$ cat src/hw/rtl/chi_pkg.sv
package chi_pkg;

  localparam int MAX_POINTS_DEF = 32;
  localparam logic [7:0] TOL_RESET = 8'd1;

  localparam logic [1:0] CELL_HOLD = 2'd0;
  localparam logic [1:0] CELL_ROT  = 2'd1;
  localparam logic [1:0] CELL_INS  = 2'd2;
  localparam logic [1:0] CELL_SEED = 2'd3;

  typedef struct packed {
    logic signed [15:0] point_x;
    logic signed [15:0] point_y;
    logic               last_point;
  } point_t;

  typedef struct packed {
    logic signed [15:0] hull_x;
    logic signed [15:0] hull_y;
    logic [5:0]         vertex_index;
    logic               last_vertex;
  } hull_t;

  typedef struct packed {
    logic [1:0] op;
    logic       at_first;
    logic       at_ins;
    logic       past_ins;
    logic       at_end;
  } cell_ctl_t;

  typedef struct packed {
    logic ld_a;
    logic ld_b;
    logic pt_v;
  } edge_cmd_t;

  typedef struct packed {
    logic idle;
    logic found;
  } edge_sts_t;

endpackage

$ cat src/hw/rtl/chi_hull_cell.sv
module chi_hull_cell #(
  parameter int IW = 5
) (
  input  logic              clk,
  input  chi_pkg::cell_ctl_t ctl,
  input  logic [IW-1:0]     head_i,
  input  logic [IW-1:0]     prev_i,
  input  logic [IW-1:0]     next_i,
  input  logic [IW-1:0]     new_i,
  input  logic [IW-1:0]     seed_a_i,
  input  logic [IW-1:0]     seed_b_i,
  output logic [IW-1:0]     idx_o
);

  logic [IW-1:0] idx_r;
  logic [IW-1:0] idx_nxt;

  always_comb begin
    idx_nxt = idx_r;
    case (ctl.op)
      chi_pkg::CELL_ROT: begin
        idx_nxt = ctl.at_end ? head_i : next_i;
      end
      chi_pkg::CELL_INS: begin
        if (ctl.at_ins) begin
          idx_nxt = new_i;
        end else if (ctl.past_ins) begin
          idx_nxt = prev_i;
        end
      end
      chi_pkg::CELL_SEED: begin
        if (ctl.at_first) begin
          idx_nxt = seed_a_i;
        end else if (ctl.at_ins) begin
          idx_nxt = seed_b_i;
        end
      end
      default: idx_nxt = idx_r;
    endcase
  end

  always_ff @(posedge clk) begin
    idx_r <= idx_nxt;
  end

  assign idx_o = idx_r;

endmodule

$ cat config.mk
export PLATFORM = sky130hd
export DESIGN_NAME = chi_hull_cell
export DESIGN_NICKNAME = d
export VERILOG_FILES = /design/src/hw/rtl/chi_pkg.sv /design/src/hw/rtl/chi_hull_cell.sv
export SDC_FILE = /design/constraint.sdc
export NUM_CORES = 1
export LEC_CHECK = 0
export BUFFER_PORTS_ARGS = -buffer_cell sky130_fd_sc_hd__buf_2
export CAP_MARGIN = 10
export CORE_AREA = 2 2 39 41
export DETAILED_ROUTE_END_ITERATION = 8
export DIE_AREA = 0 0 41 43
export PLACE_DENSITY = 0.74
export REMOVE_ABC_BUFFERS = 1
export SLEW_MARGIN = 20
export SYNTH_ARGS = -nofsm -noshare
export SYNTH_HDL_FRONTEND = slang
export SYNTH_SLANG_ARGS = --single-unit
$ cat constraint.sdc
create_clock -name clk -period 3.4 [get_ports clk]
set_clock_uncertainty 0.1 [all_clocks]
set_input_delay 0.51 -clock clk [delete_from_list [all_inputs] [get_ports clk]]
set_output_delay 0.51 -clock clk [all_outputs]
set_load 0.005 [all_outputs]
==> impl_metrics.env, run 1 <==
export IMPL_drt_iter0_drc=3
export IMPL_largest_register_ffs=5
export IMPL_layout_common_cells="buf_2 (41), mux2i_1 (13), edfxtp_1 (5)"
export IMPL_cts_tree="done"
export IMPL_start_util_pct=32.4
export IMPL_remaining_drc_errors=0
export IMPL_coreArea_mm2=0.00138
export IMPL_setup_viol=0
export IMPL_clock_sinks=5
export IMPL_p_leak_nw=0.347
export IMPL_crit_type="input port to flip-flop"
export IMPL_cts_hold_buffers_added=0
export IMPL_fmaxAchievable_mhz=737
export IMPL_slew_violations=0
export IMPL_synthesis_area_um2=448
export IMPL_powerDensity_mw_per_mm2=317
export IMPL_final_area_um2=666
export IMPL_grt_remaining_overflow=0
export IMPL_cts_buffers_inserted=3
export IMPL_p_switching_mw=0.0497
export IMPL_met1_length_um=401
export IMPL_grt_pass1_vias=454
export IMPL_hold_viol_final=0
export IMPL_gp_congestion=0.717
export IMPL_yosysWarnings=0
export IMPL_clk_pin_slew_ns=0.04
export IMPL_avgViaCountPerCell=4.77
export IMPL_ys_seq_area_share_pct=33.5
export IMPL_place_area_um2=639
export IMPL_dieHeight_um=43
export IMPL_ctsResizeCount=0
export IMPL_cap_violations=0
export IMPL_cts_setup_buffers=0
export IMPL_wl_met2_um=620
export IMPL_num_vias=453
export IMPL_grt_setup_unrepaired="no"
export IMPL_htreeDepth=1
export IMPL_dp_hpwl_um=974
export IMPL_worst_slack_ns=2.04
export IMPL_pwr_share_comb_pct=30.3
export IMPL_track_usage_pct=13.9
export IMPL_io_pins=42
export IMPL_layout_commonest_cell="buf_2"
export IMPL_antenna_found_initial=0
export IMPL_arrival_ns=1.22
export IMPL_ir_worst_vdd_v=0.000106
export IMPL_post_place_ws_ns=1.80
export IMPL_utilization_pct=48.1
export IMPL_ant_nets=0
export IMPL_synth_distinct_cells=14
export IMPL_die_area_mm2=0.00176
export IMPL_routed_wl_um=1110
export IMPL_pwr_share_clk_pct=31.2
export IMPL_antenna_cells=0
export IMPL_required_ns=3.26
export IMPL_syn2layout_area_growth_pct=48.6
export IMPL_power_internal_mw=0.161
export IMPL_critical_path_max_fanout=9
export IMPL_switching_share_pct=23.6
export IMPL_clockBufferDepth=2
export IMPL_min_path_type="input port to flip-flop"
export IMPL_end_kind="flip-flop"
export IMPL_synth_cells=38
export IMPL_pwr_share_seq_pct=38.5
export IMPL_portBuffers=41
export IMPL_grt_max_degree=10
export IMPL_die_x_um=41
export IMPL_slew_headroom_pct=84.5
export IMPL_rows=14
export IMPL_route_met3_wl_um=83
export IMPL_post_route_min_period_ns=1.36
export IMPL_fin_crit_sh_pct=39.9
export IMPL_cts_root_buf="clkbuf_4"
export IMPL_start_kind="input port"
export IMPL_firstDrtPassIters=4
export IMPL_worst_pin_slew_ns=0.232
export IMPL_tns_ns=0
export IMPL_synth_seq_cells=5
export IMPL_syn_avg_cell_area_um2=11.8
export IMPL_drive_above_1_share_pct=60.8
export IMPL_wire_per_inst_um=11.6
export IMPL_status="finished clean"
export IMPL_top_layer_used="met3"
export IMPL_whs_ns=0.530
export IMPL_grt_pass1_wl_um=1710
export IMPL_nets=117
[worst max-delay path, cell delays in order]
cell and delay, ns:
buf_2 0.18, nand2_1 0.13, o32a_1 0.39
[final timing paths]
check              startpoint  endpoint  slack, ns  cells after the start
hold / removal    seed_b_i[0]  idx_o[0]       0.53                      3
setup / recovery       ctl[5]  idx_o[0]       2.04                      3
[per-stage QoR]
stage | instances | total power [mW]
after floorplan | 34 | 0.109
after global placement | 91 | 0.146
after detailed placement | 91 | 0.147
after CTS | 95 | 0.214
after global routing | 95 | 0.227
final | 95 | 0.211
[power by group through the flow]
stage / logic, mW / clock network (mW) / registers [mW]
after floorplan: 0.0252 / 0 / 0.0840
after global placement: 0.0638 / 0 / 0.0817
after detailed placement: 0.0647 / 0 / 0.0822
after CTS: 0.0649 / 0.0673 / 0.0813
after global routing: 0.0718 / 0.0729 / 0.0824
final: 0.0639 / 0.0657 / 0.0810
[routing by layer]
metal / up-vias / track usage [%]
li1: 234 / -
met1: 202 / 13.4
met2: 17 / 24.7
met3: 0 / 4.19
met4: 0 / 6.67
met5: - / 0
[final cells by class]
class	count	area, um2
clock buffer	4	26.3
fill	135	718
multi-input combinational	29	264
sequential	5	150
tap	16	20.0
timing repair buffer	41	205
[cell usage after synthesis, drive strengths merged]
library cell	instances	area, um2
o22ai	1	12.5
o22a	4	35.0
buf	4	33.8
nand2	1	3.75
o21a	1	7.51
mux2	2	30.0
a31oi	1	6.26
nand2b	1	8.76
mux2i	13	130
edfxtp	5	150
o32a	1	10.0
o21ai	4	20.0
[cells by family (layout without fill, tap and decap cells)]
logic type / after synthesis / in the layout / synth area share (%)
mux: 15 / 15 / 35.8
compound gates: 12 / 12 / 20.4
flops: 5 / 5 / 33.5
buf+inv: 4 / 45 / 7.54
simple gates: 2 / 2 / 2.79
Note: power is estimated with default switching activity, not from simulation.
==> run 2: changes to the inputs <==
ABC_AREA = 1   (was not set)
CORE_AREA = 2 2 43 45   (was 2 2 39 41)
DIE_AREA = 0 0 45 47   (was 0 0 41 43)
PLACE_DENSITY = 0.69   (was 0.74)
clock period = 1.15 ns   (was 3.4 ns; I/O delays follow)
==> impl_metrics.env, run 2 <==
export IMPL_dp_hpwl_um=1180
export IMPL_htreeDepth=1
export IMPL_layout_common_cells="nand2_1 (42), buf_2 (41), inv_1 (22)"
export IMPL_yosysWarnings=0
export IMPL_powerDensity_mw_per_mm2=826
export IMPL_clockBufferDepth=2
export IMPL_grt_max_degree=8
export IMPL_cts_tree="done"
export IMPL_dieHeight_um=47
export IMPL_setup_viol=0
export IMPL_yosysTopAreaCell="nand2_1"
export IMPL_hold_viol_final=0
export IMPL_cts_hold_buffers_added=0
export IMPL_layout_commonest_cell="nand2_1"
export IMPL_ctsResizeCount=0
export IMPL_gp_congestion=0.749
export IMPL_grt_remaining_overflow=0
export IMPL_rows=15
export IMPL_place_area_um2=746
export IMPL_required_ns=0.88
export IMPL_slew_violations=0
export IMPL_cp_cell_sequence="buf_2"
export IMPL_worst_pin_slew_ns=0.202
export IMPL_synth_edf_count=5
export IMPL_drive_above_1_share_pct=37.0
export IMPL_post_route_min_period_ns=0.988
export IMPL_synthTopCellsByCount="nand2_1 (42), inv_1 (22), nand3_1 (16)"
export IMPL_fin_crit_sh_pct=85.9
export IMPL_synthesis_area_um2=504
export IMPL_status="finished clean"
export IMPL_die_x_um=45
export IMPL_final_area_um2=772
export IMPL_synth_seq_cells=5
export IMPL_synth_cells=91
export IMPL_fmaxAchievable_mhz=1010
export IMPL_ant_nets=0
export IMPL_coreArea_mm2=0.00165
export IMPL_clock_sinks=5
export IMPL_syn_avg_cell_area_um2=5.54
export IMPL_drt_iter0_drc=2
export IMPL_synth_most_common_cell="nand2_1"
export IMPL_cts_setup_buffers=0
export IMPL_synth_top_flop_cell="edfxtp_1"
export IMPL_ys_seq_area_share_pct=29.8
export IMPL_async_flop_share_pct=0
export IMPL_die_area_mm2=0.00212
export IMPL_crit_type="flip-flop to output pin"
export IMPL_synth_area_leaders="nand2_1 (31%), edfxtp_1 (30%), inv_1 (16%)"
export IMPL_routed_wl_um=1280
export IMPL_slowest_delay_ns=0.35
export IMPL_slew_headroom_pct=86.5
export IMPL_antenna_cells=0
export IMPL_grt_pass1_wl_um=1880
export IMPL_nFillCells=186
export IMPL_track_usage_pct=12.3
export IMPL_remaining_drc_errors=0
export IMPL_syn2layout_area_growth_pct=53.1
export IMPL_grt_setup_unrepaired="no"
export IMPL_clk_pin_slew_ns=0.04
export IMPL_wire_per_inst_um=8.24
export IMPL_final_cells=155
export IMPL_num_vias=653
export IMPL_end_kind="output pin"
export IMPL_ir_worst_vdd_v=0.000303
export IMPL_netlist_area_leader_share_pct=31.3
export IMPL_start_util_pct=30.5
export IMPL_grt_pass1_vias=536
export IMPL_p_total_mw=0.637
export IMPL_antenna_found_initial=0
export IMPL_synth_distinct_cells=8
export IMPL_nets=176
export IMPL_path_delay_family="flip-flops"
export IMPL_largest_register_ffs=5
export IMPL_start_kind="flip-flop"
export IMPL_firstDrtPassIters=4
export IMPL_dp_cells=151
export IMPL_p_leak_nw=0.511
export IMPL_min_path_type="input port to flip-flop"
export IMPL_arrival_ns=0.72
export IMPL_io_pins=42
export IMPL_critical_path_max_fanout=1
export IMPL_critPathSlowestCell="edfxtp_1"
export IMPL_cap_violations=0
export IMPL_path_buf_inv=1
export IMPL_avgViaCountPerCell=4.21
export IMPL_cts_root_buf="clkbuf_4"
export IMPL_cts_buffers_inserted=3
export IMPL_tns_ns=0
export IMPL_portBuffers=41
run 2: cell types whose count changed after synthesis, sizes merged:
cell and delta:
a31oi -1, buf -4, inv +25, mux2 -2
mux2i -13, nand2 +42, nand2b -1, nand3 +16
nor2 +1, o21a -1, o21ai -3, o22a -4
o22ai -1, o32a -1
run 2: metal layers:
metal / vias to the layer above / part of all wire, % / track usage, %
met5: - / 0 / 0
met4: 0 / 0 / 7.06
met3: 0 / 4.6 / 1.15
met2: 17 / 59 / 23.7
met1: 272 / 37 / 12.9
li1: 364 / - / -
run 2: stage by stage:
stage,setup slack [ns],hold WS [ns],util [%]
floorplan,0.170,0.344,-
global placement,0.0636,0.466,45.2
detailed placement,0.0349,0.467,45.2
CTS,0.149,0.218,46.7
global route,0.128,0.260,46.7
finish,0.162,0.224,46.7
run 2: cell type report:
| class | instances | area, um2 | area share, % |
|---|---|---|---|
| Clock buffer | 4 | 26.3 | 3.40 |
| Inverter | 25 | 93.8 | 12.2 |
| Multi-Input combinational cell | 61 | 260 | 33.7 |
| Sequential cell | 5 | 150 | 19.4 |
| Tap cell | 17 | 21.3 | 2.76 |
| Timing Repair Buffer | 43 | 220 | 28.5 |
run 2: path summary, 6_finish.rpt:
check,startpoint,end,slack (ns),depth (start not counted)
setup / recovery,idx_o[4],idx_o[4],0.16,1
hold / removal,seed_b_i[3],idx_o[3],0.22,5
run 2: kinds of logic after synthesis:
logic type	after synthesis	share of synthesized area [%]
AND/OR/NAND/NOR	60	50.6
flip-flops	5	29.8
buffers and inverters	25	18.6
AO/OA/AOI/OAI	1	0.992
run 2: power breakdown:
part / internal (mW) / switching [mW]
sequential: 0.233 / 0.00441
combinational: 0.100 / 0.101
clock: 0.131 / 0.0681
==> run 3: changes to the inputs <==
BUFFER_PORTS_ARGS = -buffer_cell sky130_fd_sc_hd__clkbuf_2   (was -buffer_cell sky130_fd_sc_hd__buf_2)
==> impl_metrics.env, run 3 (synthesized netlist as in run 2, its figures left out) <==
export IMPL_die_area_mm2=0.00212
export IMPL_critPathSlowestCell="edfxtp_1"
export IMPL_slew_headroom_pct=86.5
export IMPL_firstDrtPassIters=4
export IMPL_hold_depth=5
export IMPL_critical_path_max_fanout=1
export IMPL_routed_wl_um=1270
export IMPL_layout_commonest_cell="nand2_1"
export IMPL_die_x_um=45
export IMPL_grt_remaining_overflow=0
export IMPL_cts_root_buf="clkbuf_4"
export IMPL_htreeDepth=1
export IMPL_coreArea_mm2=0.00165
export IMPL_layout_common_cells="nand2_1 (42), clkbuf_2 (41), inv_1 (22)"
export IMPL_p_leak_nw=0.520
export IMPL_drive_above_1_share_pct=37.0
export IMPL_whs_endpoint="idx_o[3]"
export IMPL_grt_pass1_vias=570
export IMPL_worst_pin_slew_ns=0.201
export IMPL_drt_iter0_drc=8
export IMPL_setup_viol=0
export IMPL_ir_worst_vdd_v=0.000289
export IMPL_cts_buffers_inserted=3
export IMPL_num_vias=667
export IMPL_arrival_ns=0.71
export IMPL_antenna_found_initial=0
export IMPL_tns_ns=0
export IMPL_clockBufferDepth=2
export IMPL_grt_max_degree=8
export IMPL_hold_start="seed_b_i[3]"
export IMPL_fin_crit_sh_pct=85.3
export IMPL_post_route_min_period_ns=0.981
export IMPL_cts_setup_buffers=0
export IMPL_status="finished clean"
export IMPL_path_buf_inv=1
export IMPL_avgViaCountPerCell=4.30
export IMPL_io_pins=42
export IMPL_cp_cell_sequence="clkbuf_2"
export IMPL_clock_sinks=5
export IMPL_powerDensity_mw_per_mm2=830
export IMPL_ctsResizeCount=0
export IMPL_grt_pass1_wl_um=1950
export IMPL_hold_viol_final=0
export IMPL_start_kind="flip-flop"
export IMPL_clk_pin_slew_ns=0.05
export IMPL_grt_setup_unrepaired="no"
export IMPL_path_delay_family="flip-flops"
export IMPL_cap_violations=0
export IMPL_dp_hpwl_um=1180
export IMPL_largest_register_ffs=5
export IMPL_utilization_pct=46.7
export IMPL_required_ns=0.88
export IMPL_gp_congestion=0.765
export IMPL_cts_tree="done"
export IMPL_ant_nets=0
export IMPL_syn2layout_area_growth_pct=53.1
export IMPL_crit_type="flip-flop to output pin"
export IMPL_start_util_pct=30.5
export IMPL_remaining_drc_errors=0
export IMPL_slowest_delay_ns=0.35
export IMPL_track_usage_pct=12.7
export IMPL_fmaxAchievable_mhz=1020
export IMPL_min_path_type="input port to flip-flop"
export IMPL_end_kind="output pin"
export IMPL_wire_per_inst_um=8.19
export IMPL_rows=15
export IMPL_nets=176
export IMPL_dieHeight_um=47
export IMPL_portBuffers=41
export IMPL_antenna_cells=0
export IMPL_slew_violations=0
export IMPL_cts_hold_buffers_added=0
==> run 3: cell type report <==
type / instances / area, um2
multi-input cells: 61 / 260
inverters: 25 / 93.8
repair buffers: 43 / 220
clock buffers: 4 / 26.3
fillers: 185 / 880
flip-flops and latches: 5 / 150
well taps: 17 / 21.3
==> run 3: stage by stage <==
| step | hold slack, ns | setup slack, ns | std cells | power (mW) | cell area, um2 |
|---|---|---|---|---|---|
| after detailed placement | 0.464 | 0.0228 | 151 | 0.445 | 746 |
| final | 0.210 | 0.169 | 155 | 0.641 | 772 |
| after CTS | 0.211 | 0.147 | 155 | 0.651 | 772 |
| after global placement | 0.471 | 0.0513 | 151 | 0.442 | 746 |
| after global routing | 0.258 | 0.130 | 155 | 0.687 | 772 |
| after floorplan | 0.344 | 0.170 | 91 | 0.331 | 504 |
==> run 3: metal layers <==
layer  up-vias  track usage, %  routed length [um]
met4         0            7.06                   5
met3         2            1.15                  71
met2        21            26.3                 728
met1       280            12.0                 464
met5         -               0                   0
li1        364               -                   -
==> run 3: worst max path at each step <==
stage / startpoint / endpoint / slack, ns / cells after the start
after global placement: ctl[2] / idx_o[3] / 0.05 / 5
after floorplan: ctl[5] / idx_o[0] / 0.17 / 4
final: idx_o[1] / idx_o[1] / 0.17 / 1
after global routing: idx_o[4] / idx_o[4] / 0.13 / 1
after detailed placement: ctl[2] / idx_o[0] / 0.02 / 5
after CTS: idx_o[1] / idx_o[1] / 0.15 / 1
==> run 3: power by group <==
group | total, mW | switching (mW) | internal (mW)
Clock | 0.202 | 0.0710 | 0.131
Combinational | 0.200 | 0.100 | 0.100
Sequential | 0.238 | 0.00534 | 0.233
